### config.mk
export PLATFORM = sky130hd
export DESIGN_NAME = hmng_queue
export DESIGN_NICKNAME = d
export VERILOG_FILES = /design/src/sv/hmng_pkg.sv /design/src/sv/hmng_queue.sv
export SDC_FILE = /design/constraint.sdc
export NUM_CORES = 1
export LEC_CHECK = 0
export ABC_CLOCK_PERIOD_IN_PS = 4000
export BUFFER_PORTS_ARGS = -buffer_cell sky130_fd_sc_hd__clkbuf_2
export CORE_MARGIN = 3
export CORE_UTILIZATION = 55
export DETAILED_ROUTE_END_ITERATION = 10
export PLACE_DENSITY = 0.77
export SYNTH_ARGS = -nofsm -noshare
export SYNTH_HDL_FRONTEND = slang
export SYNTH_SLANG_ARGS = --single-unit
### constraint.sdc
create_clock -name clk_i -period 4 [get_ports clk_i]
set_clock_uncertainty 0.05 [all_clocks]
set_input_delay 0 -clock clk_i [delete_from_list [all_inputs] [get_ports clk_i]]
set_output_delay 0 -clock clk_i [all_outputs]
set_load 0.02 [all_outputs]
### src/sv/hmng_pkg.sv
// ----------------------------------------------------------------------------
// hmng_pkg
// Shared types and constants of the heightmap normal generator.
// ----------------------------------------------------------------------------
`default_nettype none

package hmng_pkg;

  localparam int MAX_COLS    = 1024;
  localparam int ROW_LIMIT   = 1024;
  localparam int HEIGHT_BITS = 16;
  localparam int NORMAL_BITS = 16;
  localparam int COL_W       = $clog2(MAX_COLS);
  localparam int POS_W       = 10;
  localparam int DIM_W       = 11;
  localparam int STEP_W      = 16;
  localparam int DIFF_W      = HEIGHT_BITS + 1;

  // Configuration register indexes
  localparam logic [1:0] CFG_ROWS = 2'd0;
  localparam logic [1:0] CFG_COLS = 2'd1;
  localparam logic [1:0] CFG_STEP = 2'd2;

  localparam int QUEUE_DEPTH = 4;
  localparam int QPTR_W      = $clog2(QUEUE_DEPTH);
  localparam int QCNT_W      = $clog2(QUEUE_DEPTH + 1);

  // One normal to compute: height differences of both triangles and position
  typedef struct packed {
    logic signed [DIFF_W-1:0] drow;
    logic signed [DIFF_W-1:0] dcol;
    logic [STEP_W-1:0]        step;
    logic [POS_W-1:0]         row;
    logic [POS_W-1:0]         col;
    logic                     frame_end;
  } job_t;

  typedef enum logic [1:0] {
    FR_IDLE,
    FR_RD1,
    FR_RD2,
    FR_PUSH
  } front_state_e;

  typedef enum logic [3:0] {
    BK_IDLE,
    BK_ABS,
    BK_SHIFT,
    BK_SQ,
    BK_SQRT,
    BK_DINIT,
    BK_DIV,
    BK_NEXT,
    BK_OUT
  } back_state_e;

endpackage

`default_nettype wire

### src/sv/hmng_queue.sv
// ----------------------------------------------------------------------------
// hmng_queue
// Short job queue between the front end and the normalization back end.
// ----------------------------------------------------------------------------
`default_nettype none

module hmng_queue (
  input  wire logic    clk_i,
  input  wire logic    rst_ni,
  input  wire logic    push_valid_i,
  output logic         push_ready_o,
  input  wire hmng_pkg::job_t push_job_i,
  output logic         pop_valid_o,
  input  wire logic    pop_ready_i,
  output hmng_pkg::job_t pop_job_o
);
  import hmng_pkg::*;

  job_t              slots_q [QUEUE_DEPTH];
  logic [QPTR_W-1:0] wr_ptr_q, rd_ptr_q;
  logic [QCNT_W-1:0] count_q, count_d;
  logic              push, pop;

  assign push_ready_o = (count_q != QCNT_W'(QUEUE_DEPTH));
  assign pop_valid_o  = (count_q != '0);
  assign pop_job_o    = slots_q[rd_ptr_q];
  assign push = push_valid_i && push_ready_o;
  assign pop  = pop_valid_o && pop_ready_i;

  always_comb begin
    count_d = count_q;
    if (push && !pop) begin
      count_d = count_q + QCNT_W'(1);
    end else if (pop && !push) begin
      count_d = count_q - QCNT_W'(1);
    end
  end

  always_ff @(posedge clk_i or negedge rst_ni) begin
    if (!rst_ni) begin
      wr_ptr_q <= '0;
      rd_ptr_q <= '0;
      count_q  <= '0;
    end else begin
      if (push) begin
        wr_ptr_q <= wr_ptr_q + QPTR_W'(1);
      end
      if (pop) begin
        rd_ptr_q <= rd_ptr_q + QPTR_W'(1);
      end
      count_q <= count_d;
    end
  end

  always_ff @(posedge clk_i) begin
    if (push) begin
      slots_q[wr_ptr_q] <= push_job_i;
    end
  end

  a_count_bound: assert property (@(posedge clk_i) disable iff (!rst_ni)
    count_q <= QCNT_W'(QUEUE_DEPTH))
    else $error("queue count above depth");

  a_push_grows: assert property (@(posedge clk_i) disable iff (!rst_ni)
    (push && !pop) |=> (count_q == $past(count_q) + QCNT_W'(1)))
    else $error("queue count did not grow on push");

  a_pop_shrinks: assert property (@(posedge clk_i) disable iff (!rst_ni)
    (pop && !push) |=> (count_q == $past(count_q) - QCNT_W'(1)))
    else $error("queue count did not shrink on pop");

  a_ptr_gap: assert property (@(posedge clk_i) disable iff (!rst_ni)
    (count_q == '0) |-> (wr_ptr_q == rd_ptr_q))
    else $error("queue pointers disagree while empty");

endmodule

`default_nettype wire

Word level (Yosys, flattened, before mapping)
Memory sizes are Yosys's and may differ from the RTL's.
Index checks and enable logic that the tools add are counted.
{"block": "word_totals", "reg_bits": 7, "ramBits": 284, "in_bits": 75, "output_inout_bits": 73, "mem_count": 1}
{"name": "slots_q", "words": 4, "width": 71, "rd": 1, "rd_ports_with_merged_regs": 0, "wr": 1, "line_no": "hmng_queue.sv:19", "rtl": "job_t slots_q [QUEUE_DEPTH];"}
{"block": "classes", "add_sub_neg": 4, "n_eq_ne": 1, "n_mux": 4, "reduce_logical": 8}
{"op": "$mux W3", "n": 2}
{"op": "$add A2 B1 Y2 const B", "n": 2}
{"op": "$logic_and A1 B1 Y1", "n": 4}
{"op": "$add A3 B1 Y3 const B", "n": 1}
{"op": "$ne A3 B3 Y1 const B", "n": 1}
{"op": "$reduce_bool A3 Y1", "n": 1}
{"op": "$sub A3 B1 Y3 const B", "n": 1}
{"op": "$logic_not A1 Y1", "n": 2}
{"op": "$mux W1", "n": 2}
{"op": "$reduce_bool A2 Y1", "n": 1}

Depth between registers and ports, before layout
{"block": "depth", "word_depth": 6, "depth_mapped": 8, "depth_no_buf": 8}

Worst setup path after synthesis
OpenSTA, ideal clock, no wires.
{"block": "synth_path", "path_kind": "flip-flop to flip-flop", "startpoint": "reg count_q[0]", "endpoint": "mem slots_q[0][0] (netlist name), enable pin", "t_arrival_ps": 2439, "t_required_ps": 3513, "path_slack_ps": 1075, "stages_incl_launch_ff": 4, "path_buffers": 0, "period_less_slack_ps": 2925, "cell_sequence": "dfrtp_1 > nor2_1 > a21boi_2 > and2_1"}
{"block": "synth_via", "elab_chain_cells": 4}
{"item": "start, declared", "line_no": "hmng_queue.sv:21", "rtl": "logic [QCNT_W-1:0] count_q, count_d;"}
{"item": "start signal, assigned", "line_no": "hmng_queue.sv:51", "rtl": "count_q <= count_d;"}
{"item": "$ne A3 B3 Y1", "line_no": "hmng_queue.sv:24", "rtl": "assign push_ready_o = (count_q != QCNT_W'(QUEUE_DEPTH));"}
{"item": "$logic_and A1 B1 Y1", "line_no": "hmng_queue.sv:27", "rtl": "assign push = push_valid_i && push_ready_o;"}
{"item": "net push", "line_no": "hmng_queue.sv:22", "rtl": "logic push, pop;"}
{"item": "$mux W1", "line_no": "hmng_queue.sv:56", "rtl": "if (push) begin"}
{"item": "$mux W1 (not written as such)", "line_no": "hmng_queue.sv:57", "rtl": "slots_q[wr_ptr_q] <= push_job_i;"}
{"item": "end, declared", "line_no": "hmng_queue.sv:19"}
The timed path passes the listed nets, and every way through them passes these cells.

==> flow_metrics.py <==
metrics = {
    "cts": {
        "clock_tree.root_cell": "clkbuf_16",
        "cts-htree-levels": 1,
        "cts.clk_slew.worst_paths_ps": 60,
        "cts_buffer_depth": 3,
        "cts_resized": 0,
        "numCtsBuffers": 28,
        "clk-insertion-delay-late_ps": 530,
        "cts_tree": "yes",
        "post-cts-setup-buffer-count": 0,
        "cts_sinks": 291,
        "cts_hold_buf": 75,
    },
    "floorplanning": {
        "dieHeight_um": 146,
        "start_util_pct": 56.6,
        "die_area_um2": 21200,
        "core_um2": 19000,
        "ios": 148,
        "die_w_um": 146,
        "row_count": 50,
    },
    "setup_path": {
        "start_kind": "register",
        "crit_path_end_kind": "output pin",
        "rrSetupSlack_ps": 1740,
        "slowest_stage": "dfrtp_4",
        "crit_path_max_fanout": 41,
        "reg2regPathDepth": 3,
        "path_class": "reg2out",
        "r2r-end": "slots_q[3][33]",
        "critical_path_buf_inv_count": 2,
        "r2r_start": "count_q[0]",
        "required_ps": 3950,
        "cp.arrival_ps": 2640,
        "max_stage_delay_ps": 970,
        "crit_chain": "buf_12 -> mux4_2 -> clkbuf_2",
        "crit_family": "flip-flops",
    },
    "grt": {
        "antenna_found_initial": 1,
        "first_global_vias": 5579,
        "grt_use_total_pct": 19.9,
        "grt_pass1_wl_mm": 32.4,
        "grt_overflow": 0,
        "grt_start_max_net_pins": 73,
    },
    "timing": {
        "finalCritPeriodShare_pct": 67.4,
        "drv_slew": 0,
        "whs_ps": 182,
        "max_freq_mhz": 371,
        "hold_violations": 0,
        "worstMarginPinSlew_ps": 1060,
        "fin_tns_setup_ps": 0,
        "worst_slack_ps": 1310,
        "post-route-min-period_ps": 2690,
        "maxSlewHeadroom_pct": 29.1,
        "rsz0062_at_grt": "false",
        "finalSetupViolCount": 0,
    },
    "place": {
        "postPlaceCellArea_um2": 11600,
        "place_congestion": 0.701,
        "io_buffers": 147,
        "post-place-ws_ps": 1700,
        "dpl.hpwl_mm": 11.3,
        "place_inst": 798,
    },
    "drt": {
        "drc": 0,
        "ant_nets": 0,
        "wl_per_cell_um": 22.6,
        "first_pass_iters": 4,
        "vias_per_cell": 5.46,
        "routed_wirelength_mm": 20.8,
        "num_vias": 5042,
        "drtIter0Drc": 367,
    },
    "final_layout": {
        "area_growth_pct": 23.1,
        "drive_gt1_share_pct": 39.5,
        "nets": 724,
        "fin_util_pct": 69.7,
        "finalNonFillerCells": 924,
        "fin_area_um2": 13200,
        "final_cell_mix": "edfxtp_1, clkbuf_2, dlygate4sd3_1",
        "mostFrequentLayoutCell": "edfxtp_1",
    },
    "hold_path": {
        "whs_endpoint": "slots_q[3][41]",
        "hp-start": "push_job_i[41]",
        "hp-class": "in2reg",
        "hold_depth": 2,
    },
    "power_and_ir_drop": {
        "finalPower_mw": 9.70,
        "ir_drop_mv": 0.630,
        "p_leak_nw": 4.59,
        "power_density_nw_per_um2": 735,
    },
    "status": {
        "outcome": "completed",
    },
    "synth": {
        "synthesis.nets": 487,
        "syn_area_um2": 10700,
        "synth-seq-cells": 291,
        "ys_seq_area_share_pct": 81.1,
        "syn_area_per_cell_um2": 26.4,
        "yosysWarnings": 0,
        "ys_types": 19,
        "synth_cells": 406,
    },
    "job": {
        "cap_violations": 0,
    },
}
per-layer routing:
layer,wire length [um],GRT usage [%]
met1,7850,24.8
met2,11000,34.8
met3,1320,4.52
met4,685,6.89
met5,0,0.455
how the worst max path moves through the flow:
stage,slack [ps],startpoint,to,cells after the start
after detailed placement,1700,count_q[0],slots_q[0][36],3
final,1310,rd_ptr_q[0],pop_job_o[48],3
after floorplan,1070,count_q[0],slots_q[0][0],3
after global routing,1120,rd_ptr_q[0],pop_job_o[48],3
after CTS,1170,rd_ptr_q[0],pop_job_o[66],3
after global placement,1770,rd_ptr_q[0],pop_job_o[66],3
cells by family after synthesis:
family                   share of synthesized area [%]
flip-flops                                        81.1
multiplexers                                      15.1
buffers and inverters                             1.89
AND/OR/NAND/NOR                                  0.478
XOR/XNOR                                         0.490
adder cells (fa/ha/maj)                          0.770
AO/OA/AOI/OAI                                    0.105
flip-flops by register name, indices dropped and copies added (netlist names):
| name | flops |
|---|---|
| rd_ptr_q | 2 |
| count_q | 3 |
| slots_q | 284 |
| wr_ptr_q | 2 |
synthesized netlist by cell type:
library cell / count / area, um2
buf_2: 8 / 40.0
mux4_1: 1 / 26.3
a21boi_2: 1 / 11.3
mux2_2: 2 / 22.5
nor2_1: 2 / 7.51
ha_1: 5 / 62.6
and2_1: 4 / 25.0
mux4_2: 70 / 1580
edfxtp_1: 284 / 8530
buf_12: 7 / 140
xnor2_1: 4 / 35.0
or3_1: 1 / 6.26
xor2_1: 2 / 17.5
nand2_1: 2 / 7.51
buf_6: 1 / 11.3
fa_1: 1 / 20.0
inv_1: 3 / 11.3
nand3_1: 1 / 5.00
dfrtp_1: 7 / 175
layout make-up:
type | instances | area [um2]
Sequential cell | 291 | 8710
Fill cell | 1168 | 5750
Multi-Input combinational cell | 96 | 1830
Timing Repair Buffer | 223 | 1510
Clock buffer | 33 | 741
Tap cell | 260 | 325
Clock inverter | 17 | 75.1
Inverter | 3 | 11.3
Antenna cell | 1 | 2.50
power by group:
group          internal, mW  total (mW)  switching (mW)  leakage (nW)
logic                  1.25        2.86            1.61          1.51
registers              4.05        4.50           0.450          2.68
clock network          1.31        2.34            1.03         0.403
total                  6.61        9.70            3.10          4.59
worst reg2reg max path, delay by kind of cell (launching register included):
| kind | cells | cell delay [ps] |
|---|---|---|
| DFF | 1 | 430 |
| and+or+nand+nor | 2 | 1010 |
| AOI/OAI and AO/OA | 1 | 330 |
Note: power is estimated with default switching activity, not from simulation.
