===== config.mk =====
export PLATFORM = sky130hd
export DESIGN_NAME = hmng_back
export DESIGN_NICKNAME = d
export VERILOG_FILES = /design/src/sv/hmng_pkg.sv /design/src/sv/hmng_back.sv
export SDC_FILE = /design/constraint.sdc
export NUM_CORES = 2
export LEC_CHECK = 0
export ABC_AREA = 0
export BUFFER_PORTS_ARGS = -buffer_cell sky130_fd_sc_hd__buf_2
export CAP_MARGIN = 20
export CORE_MARGIN = 8
export CORE_UTILIZATION = 50
export DETAILED_ROUTE_END_ITERATION = 6
export GPL_TIMING_DRIVEN = 0
export HOLD_SLACK_MARGIN = 0.03
export PLACE_DENSITY = 0.66
export SLEW_MARGIN = 5
export SYNTH_ARGS = -nofsm -noshare
export SYNTH_HDL_FRONTEND = slang
export SYNTH_SLANG_ARGS = --single-unit

===== constraint.sdc =====
create_clock -name clk_i -period 11.3 [get_ports clk_i]
set_input_delay 2.26 -clock clk_i [delete_from_list [all_inputs] [get_ports clk_i]]
set_output_delay 2.26 -clock clk_i [all_outputs]
set_load 0.005 [all_outputs]

===== src/sv/hmng_pkg.sv =====
// ----------------------------------------------------------------------------
// hmng_pkg
// Shared types and constants of the heightmap normal generator.
// ----------------------------------------------------------------------------
`default_nettype none

package hmng_pkg;

  localparam int MAX_COLS    = 1024;
  localparam int ROW_LIMIT   = 1024;
  localparam int HEIGHT_BITS = 16;
  localparam int NORMAL_BITS = 16;
  localparam int COL_W       = $clog2(MAX_COLS);
  localparam int POS_W       = 10;
  localparam int DIM_W       = 11;
  localparam int STEP_W      = 16;
  localparam int DIFF_W      = HEIGHT_BITS + 1;

  // Configuration register indexes
  localparam logic [1:0] CFG_ROWS = 2'd0;
  localparam logic [1:0] CFG_COLS = 2'd1;
  localparam logic [1:0] CFG_STEP = 2'd2;

  localparam int QUEUE_DEPTH = 4;
  localparam int QPTR_W      = $clog2(QUEUE_DEPTH);
  localparam int QCNT_W      = $clog2(QUEUE_DEPTH + 1);

  // One normal to compute: height differences of both triangles and position
  typedef struct packed {
    logic signed [DIFF_W-1:0] drow;
    logic signed [DIFF_W-1:0] dcol;
    logic [STEP_W-1:0]        step;
    logic [POS_W-1:0]         row;
    logic [POS_W-1:0]         col;
    logic                     frame_end;
  } job_t;

  typedef enum logic [1:0] {
    FR_IDLE,
    FR_RD1,
    FR_RD2,
    FR_PUSH
  } front_state_e;

  typedef enum logic [3:0] {
    BK_IDLE,
    BK_ABS,
    BK_SHIFT,
    BK_SQ,
    BK_SQRT,
    BK_DINIT,
    BK_DIV,
    BK_NEXT,
    BK_OUT
  } back_state_e;

endpackage

`default_nettype wire


===== src/sv/hmng_back.sv =====
// ----------------------------------------------------------------------------
// hmng_back
// Shared normalization unit: normalizes both triangle normals and their sum
// with a bit-serial square root and divider, and holds the result.
// ----------------------------------------------------------------------------
`default_nettype none

module hmng_back (
  input  wire logic     clk_i,
  input  wire logic     rst_ni,
  input  wire logic     job_valid_i,
  output logic          job_ready_o,
  input  wire hmng_pkg::job_t job_i,
  output logic          out_valid_o,
  input  wire logic     out_ready_i,
  output logic signed [hmng_pkg::NORMAL_BITS-1:0] normal_x_o,
  output logic signed [hmng_pkg::NORMAL_BITS-1:0] normal_y_o,
  output logic signed [hmng_pkg::NORMAL_BITS-1:0] normal_z_o,
  output logic [hmng_pkg::POS_W-1:0]              out_row_o,
  output logic [hmng_pkg::POS_W-1:0]              out_col_o,
  output logic                                     frame_end_o
);
  import hmng_pkg::*;

  localparam int VEC_W = 34;
  localparam int MAG_W = 33;
  localparam int RES_W = 32;
  localparam int FRAC_TRI = 30;
  localparam int FRAC_OUT = NORMAL_BITS - 2;

  back_state_e state_q, state_d;
  logic [1:0]  pass_q, pass_d, idx_q, idx_d;
  logic [4:0]  cnt_q, cnt_d;
  job_t        job_q, job_d;

  logic signed [VEC_W-1:0] vec_q [3];
  logic signed [VEC_W-1:0] vec_d [3];
  logic [MAG_W-1:0]        mag_q [3];
  logic [MAG_W-1:0]        mag_d [3];
  logic signed [RES_W-1:0] res_q [3];
  logic signed [RES_W-1:0] res_d [3];
  logic signed [RES_W-1:0] ua_q [3];
  logic signed [RES_W-1:0] ua_d [3];

  logic [63:0] sum_q, sum_d, n_q, n_d, r_q, r_d, bit_q, bit_d;
  logic [59:0] prod_q, prod_d;
  logic [31:0] len_q, len_d, rem_q, rem_d, lo_q, lo_d, quo_q, quo_d;

  logic        out_valid_q, out_valid_d;
  logic signed [NORMAL_BITS-1:0] nx_q, ny_q, nz_q;
  logic [POS_W-1:0] orow_q, ocol_q;
  logic        ofe_q, load_out;

  logic [MAG_W-1:0] mmax;
  logic [29:0]      sq_in;
  logic [63:0]      r_sub, r_next, numer;
  logic             sq_ge, div_ge;
  logic [32:0]      div_t;
  logic [31:0]      quo_n, one, q_cl;

  always_comb begin
    mmax = mag_q[0];
    if (mag_q[1] > mmax) begin
      mmax = mag_q[1];
    end
    if (mag_q[2] > mmax) begin
      mmax = mag_q[2];
    end
  end

  always_comb begin
    state_d = state_q;
    pass_d  = pass_q;
    idx_d   = idx_q;
    cnt_d   = cnt_q;
    job_d   = job_q;
    vec_d   = vec_q;
    mag_d   = mag_q;
    res_d   = res_q;
    ua_d    = ua_q;
    sum_d   = sum_q;
    prod_d  = prod_q;
    n_d     = n_q;
    r_d     = r_q;
    bit_d   = bit_q;
    len_d   = len_q;
    rem_d   = rem_q;
    lo_d    = lo_q;
    quo_d   = quo_q;
    job_ready_o = 1'b0;
    load_out    = 1'b0;

    case (cnt_q[1:0])
      2'd0:    sq_in = mag_q[0][29:0];
      2'd1:    sq_in = mag_q[1][29:0];
      default: sq_in = mag_q[2][29:0];
    endcase

    r_sub  = r_q + bit_q;
    sq_ge  = (n_q >= r_sub);
    r_next = sq_ge ? ((r_q >> 1) + bit_q) : (r_q >> 1);

    one = (pass_q == 2'd2) ? (32'd1 << FRAC_OUT) : (32'd1 << FRAC_TRI);
    if (pass_q == 2'd2) begin
      numer = {34'd0, mag_q[idx_q][29:0]} << FRAC_OUT;
    end else begin
      numer = {34'd0, mag_q[idx_q][29:0]} << FRAC_TRI;
    end
    numer = numer + {33'd0, len_q[31:1]};

    div_t  = {rem_q, lo_q[31]};
    div_ge = (div_t >= {1'b0, len_q});
    quo_n  = {quo_q[30:0], div_ge};
    q_cl   = (quo_n > one) ? one : quo_n;

    unique case (state_q)
      BK_IDLE: begin
        job_ready_o = 1'b1;
        if (job_valid_i) begin
          job_d    = job_i;
          vec_d[0] = -VEC_W'(job_i.drow);
          vec_d[1] = '0;
          vec_d[2] = VEC_W'({1'b0, job_i.step});
          pass_d   = 2'd0;
          state_d  = BK_ABS;
        end
      end
      BK_ABS: begin
        for (int i = 0; i < 3; i++) begin
          mag_d[i] = vec_q[i][VEC_W-1] ? MAG_W'(-vec_q[i]) : MAG_W'(vec_q[i]);
        end
        state_d = BK_SHIFT;
      end
      BK_SHIFT: begin
        // Bring the largest magnitude into [2^29, 2^30)
        if (mmax == '0) begin
          for (int i = 0; i < 3; i++) begin
            res_d[i] = '0;
          end
          state_d = BK_NEXT;
        end else if (mmax >= (MAG_W'(1) << 30)) begin
          for (int i = 0; i < 3; i++) begin
            mag_d[i] = mag_q[i] >> 1;
          end
        end else if (mmax < (MAG_W'(1) << 29)) begin
          for (int i = 0; i < 3; i++) begin
            mag_d[i] = mag_q[i] << 1;
          end
        end else begin
          cnt_d   = '0;
          sum_d   = '0;
          state_d = BK_SQ;
        end
      end
      BK_SQ: begin
        prod_d = 60'(sq_in) * 60'(sq_in);
        if (cnt_q != '0) begin
          sum_d = sum_q + {4'd0, prod_q};
        end
        cnt_d = cnt_q + 5'd1;
        if (cnt_q == 5'd3) begin
          n_d     = sum_q + {4'd0, prod_q};
          r_d     = '0;
          bit_d   = 64'd1 << 62;
          cnt_d   = '0;
          state_d = BK_SQRT;
        end
      end
      BK_SQRT: begin
        if (sq_ge) begin
          n_d = n_q - r_sub;
        end
        r_d   = r_next;
        bit_d = bit_q >> 2;
        cnt_d = cnt_q + 5'd1;
        if (cnt_q == 5'd31) begin
          len_d   = r_next[31:0];
          idx_d   = 2'd0;
          state_d = BK_DINIT;
        end
      end
      BK_DINIT: begin
        rem_d   = numer[63:32];
        lo_d    = numer[31:0];
        quo_d   = '0;
        cnt_d   = '0;
        state_d = BK_DIV;
      end
      BK_DIV: begin
        rem_d = div_ge ? 32'(div_t - {1'b0, len_q}) : div_t[31:0];
        lo_d  = lo_q << 1;
        quo_d = quo_n;
        cnt_d = cnt_q + 5'd1;
        if (cnt_q == 5'd31) begin
          res_d[idx_q] = vec_q[idx_q][VEC_W-1] ? -$signed(q_cl) : $signed(q_cl);
          if (idx_q == 2'd2) begin
            state_d = BK_NEXT;
          end else begin
            idx_d   = idx_q + 2'd1;
            state_d = BK_DINIT;
          end
        end
      end
      BK_NEXT: begin
        if (pass_q == 2'd0) begin
          ua_d     = res_q;
          vec_d[0] = '0;
          vec_d[1] = -VEC_W'(job_q.dcol);
          vec_d[2] = VEC_W'({1'b0, job_q.step});
          pass_d   = 2'd1;
          state_d  = BK_ABS;
        end else if (pass_q == 2'd1) begin
          for (int i = 0; i < 3; i++) begin
            vec_d[i] = VEC_W'(ua_q[i]) + VEC_W'(res_q[i]);
          end
          pass_d  = 2'd2;
          state_d = BK_ABS;
        end else begin
          state_d = BK_OUT;
        end
      end
      BK_OUT: begin
        // Hold until the output register is free
        if (!out_valid_q || out_ready_i) begin
          load_out = 1'b1;
          state_d  = BK_IDLE;
        end
      end
      default: state_d = BK_IDLE;
    endcase
  end

  always_comb begin
    out_valid_d = out_valid_q;
    if (load_out) begin
      out_valid_d = 1'b1;
    end else if (out_ready_i) begin
      out_valid_d = 1'b0;
    end
  end

  always_ff @(posedge clk_i or negedge rst_ni) begin
    if (!rst_ni) begin
      state_q     <= BK_IDLE;
      out_valid_q <= 1'b0;
    end else begin
      state_q     <= state_d;
      out_valid_q <= out_valid_d;
    end
  end

  always_ff @(posedge clk_i) begin
    pass_q <= pass_d;
    idx_q  <= idx_d;
    cnt_q  <= cnt_d;
    job_q  <= job_d;
    vec_q  <= vec_d;
    mag_q  <= mag_d;
    res_q  <= res_d;
    ua_q   <= ua_d;
    sum_q  <= sum_d;
    prod_q <= prod_d;
    n_q    <= n_d;
    r_q    <= r_d;
    bit_q  <= bit_d;
    len_q  <= len_d;
    rem_q  <= rem_d;
    lo_q   <= lo_d;
    quo_q  <= quo_d;
    if (load_out) begin
      nx_q   <= res_q[0][NORMAL_BITS-1:0];
      ny_q   <= res_q[1][NORMAL_BITS-1:0];
      nz_q   <= res_q[2][NORMAL_BITS-1:0];
      orow_q <= job_q.row;
      ocol_q <= job_q.col;
      ofe_q  <= job_q.frame_end;
    end
  end

  assign out_valid_o = out_valid_q;
  assign normal_x_o  = nx_q;
  assign normal_y_o  = ny_q;
  assign normal_z_o  = nz_q;
  assign out_row_o   = orow_q;
  assign out_col_o   = ocol_q;
  assign frame_end_o = ofe_q;

  a_load_free: assert property (@(posedge clk_i) disable iff (!rst_ni)
    load_out |-> (!out_valid_q || out_ready_i))
    else $error("result overwritten before it was taken");

  // Steep slopes with a small step can round the up component to zero
  a_up_positive: assert property (@(posedge clk_i) disable iff (!rst_ni)
    (state_q == BK_OUT) |-> (res_q[2] >= 0))
    else $error("up component of normal negative");

  a_len_norm: assert property (@(posedge clk_i) disable iff (!rst_ni)
    (state_q == BK_DINIT) |-> (len_q >= (32'd1 << 29)))
    else $error("vector length below normalized range");

endmodule

`default_nettype wire


# Yosys cells after proc, flatten, opt, wreduce, memory -nomap -nowiden
# Cells that the tools add are included.
[totals]
ff_bits = 973
[classes]
addsub = 17
n_mul = 1
magnitude_cmp = 9
eq_ne = 30
n_mux = 77
bitwise = 1
reduce_logical = 30
[ops]
columns = ["cell", "count"]
rows = [
  ["$mux W64", 9],
  ["$pmux W64 S2", 4],
  ["$mux W102", 3],
  ["$mux W99", 3],
  ["$pmux W102 S2", 1],
  ["$pmux W99 S2", 1],
  ["$mux W96", 2],
  ["$pmux W96 S2", 1],
  ["$mux W33", 5],
  ["$mux W32", 4],
  ["$pmux W32 S2", 2],
  ["$add A32 B32 Y33", 3],
  ["$neg A33 Y33", 3],
  ["$bwmux W96", 1],
  ["$bmux W34 S2", 1],
  ["$mux W34", 2],
  ["$neg A17 Y34", 2],
  ["$bmux W33 S2", 1],
  ["$gt A33 B33 Y1", 2],
  ["$add A63 B64 Y64", 1],
  ["$add A64 B31 Y64", 1],
  ["$add A64 B60 Y64", 1],
  ["$add A64 B64 Y64", 1],
  ["$demux W32 S2", 1],
  ["other kinds (51)", 110],
]

# Longest topological paths before layout
[logic_depth]
word_depth = 9
ltp_mapped = 38
mapped_depth_nobuf = 35

# Least setup slack after synthesis
# No wires, ideal clock.
[synth_path]
kind = "register to register"
startpoint = "register cnt_q[0]"
endpoint = "register prod_q[58] (data pin)"
setup_ns = 0.268
arrival_ns = 9.393
required_time_ns = 11.032
path_slack_ns = 1.639
stages_incl_launch_ff = 37
synth_period_minus_slack_ns = 9.661
path_cell_list = "edfxtp_1 inv_1 ha_1 clkbuf_1 nor2_1 clkbuf_1 a21o_1 clkbuf_1 inv_1 buf_1 nor2_1 fa_1 fa_1 fa_1 inv_1 fa_1 inv_1 fa_1 inv_1 fa_1 inv_1 fa_1 inv_1 fa_1 inv_1 ha_1 and4_1 and3_1 or4b_2 a311oi_1 o2111ai_1 and2_1 a2111oi_0 nor2_1 o21ai_0 o311ai_0 xnor2_1"
[synth_via]
elab_chain_len = 3
elab_cells_between_ends = 4
[synth_rtl]
columns = ["item", "line_no", "rtl"]
rows = [
  ["start: declaration", "hmng_back.sv:33", "logic [4:0] cnt_q, cnt_d;"],
  ["start signal: assignment", "hmng_back.sv:255", "cnt_q <= cnt_d;"],
  ["$eq A2 B1 Y1 or $logic_not A2 Y1 (tied branches)", "hmng_back.sv:93", "case (cnt_q[1:0])"],
  ["$pmux W30 S2 *", "hmng_back.sv:93", ""],
  ["$mul A30 B30 Y60 *", "hmng_back.sv:156", "prod_d = 60'(sq_in) * 60'(sq_in);"],
  ["end signal: assignment", "hmng_back.sv:262", "prod_q <= prod_d;"],
  ["end: declaration", "hmng_back.sv:46", "logic [59:0] prod_q, prod_d;"],
]
# Every way passes the cells marked *; elsewhere a longest branch is shown, timed or not.
# A chain may end at the register's enable or synchronous reset.

# Worst setup path after layout
# Same ends and word-level chain as after synthesis.

==> run metrics <==
Die H=433 microns; crit path to=prod_q[58]; largest net degree at the start of global routing=66; mean post-synth cell area=9.60 sq um; final setup violation count=0; Syn. warnings=0; number of max-cap violations=0; worst reg2reg startpoint=cnt_q[0]; sequential share of the synthesized area=0.324; synthesized instance count=9062; WL per Instance=24.8 microns; number of synthesized flops with an enable pin=934; most used cell, CP=fa_1; Critical Path Start=cnt_q[0]; overall routing resource usage=0.305; Post-Synth Adder-Cell Area=0.257; Post-Synth Simple-Gate Area=0.135; Syn Nets=10504; Seq cells post-synth=939; met2 usage=0.487; most common flop cell mapped by yosys=edfxtp_1; clk root buf=clkbuf_16; pre-CTS setup slack=-0.770 ns; max-slew violations=0; cts bufs inserted=106; Final Critical Period=10.94 ns; gpl congestion=1.02; vias in the first global route=71614; outcome=completed; Iteration-0 DRC Markers=6724; clk_skew=0.0964 ns; via count=71223; global-route wire length before repair=438000 microns; final hold violations=0; I/O Buffers=145; grt total ovfl=0; initial antenna violation count=10; largest family of logic cells by synthesized area=adder cells; post-synthesis mux area share=0.0134; slowest library cell on the worst path=clkbuf_1; Hold Crit Class=flip-flop to flip-flop; worst setup margin=0.364 ns; cell depth of the worst flop-to-flop path=33; Starting Density=0.502; DRC=0; Synth Area in XOR/XNOR=0.0563; Clk Latency, worst-skew pair=0.79 ns; worst-path fanout max=10; Die Width=433 microns; Worst Setup End Kind=flip-flop; Compound-Gate Fraction of Synth Area=0.149; CORE AREA=0.173 sq mm; Worst EP arrival=11.41 ns; Routed Antenna Nets=0; first-pass iteration count of the detailed router=6; Netlist Area Pre-Place=0.0870 sq mm; GR Layer Usage met1=0.380; GR peak layer=met2; worst-margin pin slew=1.21 ns; TritonCTS clock tree=built; die area=0.188 sq mm; RSZ-0062 raised after global routing=yes; I/O Pins=146; Synth cell types=93; Max Clock Freq=0.0914 GHz; reg2reg end=prod_q[58]; clock slew at reported path FFs=0.06 ns; Area Growth Syn to Fin=9.49%; CP required=11.77 ns; Critical Path Source Type=flip-flop; num rows=153; Rel. slew slack=0.195; FFs w/ async S/R, synth=0.00532; crit path kind=flip-flop to flip-flop; R2R setup slack=0.36 ns; detailed placement HPWL=231000 microns; via/cell ratio=6.05; CTS H-Tree Depth=3; Bufs on Longest Clock Path=3; Final nets=10789; Max stage delay on crit path=0.79 ns; Sink Count=939; final wirelength=292000 microns; part of the cycle the worst path needs=0.968; layout cells sized above 1=0.0541; met3 Usage GRT=0.0665
[cell type report]
class                      instances  area, sq um
sequential                       939        28200
inverter                        1118         4210
tap                             2325         2910
clock inverter                    72          866
buffer                           353         1480
clock buffer                     127         2810
fill                           15627        78200
multi-input combinational       6645        53400
timing repair buffer             184         1420
antenna                            3         7.51
[worst max-delay path, delay by kind of cell, from the launching register on]
kind,cells,cell delay (ns)
flops,1,0.46
fa+ha+maj,10,4.69
compound gates,7,1.91
simple gates,6,1.74
xor+xnor,1,0.16
buf+inv,9,1.63
[layout by cell type, fill, tap and decap left out, drive strengths merged, types with 205 or more instances in the layout]
| master | count |
|---|---|
| a21oi | 524 |
| fa | 703 |
| buf | 230 |
| nor2 | 773 |
| inv | 1114 |
| xor2 | 240 |
| nand2 | 823 |
| a21o | 205 |
| edfxtp | 934 |
| ha | 664 |
| clkbuf | 431 |
| o21ai | 531 |
| xnor2 | 319 |
[logic make-up (layout without fill, tap and decap cells)]
group,count (synthesis),in the layout
xor+xnor,559,559
simple gates,2552,2552
other cells,0,3
flops,939,939
compound gates,2051,2051
mux,116,116
buf+inv,1478,1854
fa+ha+maj,1367,1367
[sequential cells by signal (all words and copies together) (netlist names), 54 cells and up]
| name | cells |
|---|---|
| res_q | 96 |
| n_q | 64 |
| r_q | 64 |
| mag_q | 99 |
| prod_q | 59 |
| sum_q | 64 |
| vec_q | 101 |
| ua_q | 96 |
| job_q | 54 |
[through the flow]
stage	hold WS (ns)	area (sq um)	std cells	utilization	setup TNS, ns
after global placement	0.401	90600	11532	0.523	-124.84
final	0.416	95300	11766	0.549	0
after detailed placement	0.405	91400	11569	0.527	-2.92
after CTS	0.419	95100	11762	0.548	-0.000595
after floorplan	0.400	87000	9062	-	0
after global routing	0.419	95200	11763	0.549	-0.0635
[cell usage after synthesis (83+ instances only)]
library cell     n  area, sq um
inv_1         1105         4150
edfxtp_1       934        28000
nor3_1         132          661
nand4_1         83          519
a211oi_1        94          706
a21o_1         205         1540
xnor2_1        319         2790
a21oi_1        524         2620
nand2_1        823         3090
clkbuf_1       304         1140
fa_1           703        14100
xor2_1         240         2100
a31oi_1        163         1020
and3_1          84          526
mux2i_1        110         1100
ha_1           664         8310
nand3_1        191          956
and2_1         113          707
nor2_1         773         2900
o21ai_0        522         2610
[worst min-delay path by stage]
stage	start	endpoint	slack (ns)	cells after the start
floorplan	job_q[0]	frame_end_o	0.40	0
CTS	job_q[7]	out_col_o[6]	0.42	0
detailed placement	job_q[15]	out_row_o[4]	0.40	0
finish	job_q[7]	out_col_o[6]	0.42	0
global route	job_q[18]	out_row_o[7]	0.42	0
global placement	job_q[15]	out_row_o[4]	0.40	0
[timing repair]
| item | CTS | global route |
|---|---|---|
| endpoints found under the setup margin | 10 | 15 |
| buffers inserted | 0 | 0 |
| cloned | 0 | 0 |
| gates resized for setup | 16 | 69 |
| hold buffers | 0 | 0 |
[layer usage]
metal,wire length [microns],share of wire,vias to the layer above
met5,93,0.00032,-
met4,22200,0.076,14
met3,26100,0.089,883
met2,131000,0.45,3380
met1,112000,0.39,34834
li1,-,-,32112
Power is not shown: default switching activity piles up to over one toggle a cycle in this logic, so the estimate is an artifact.
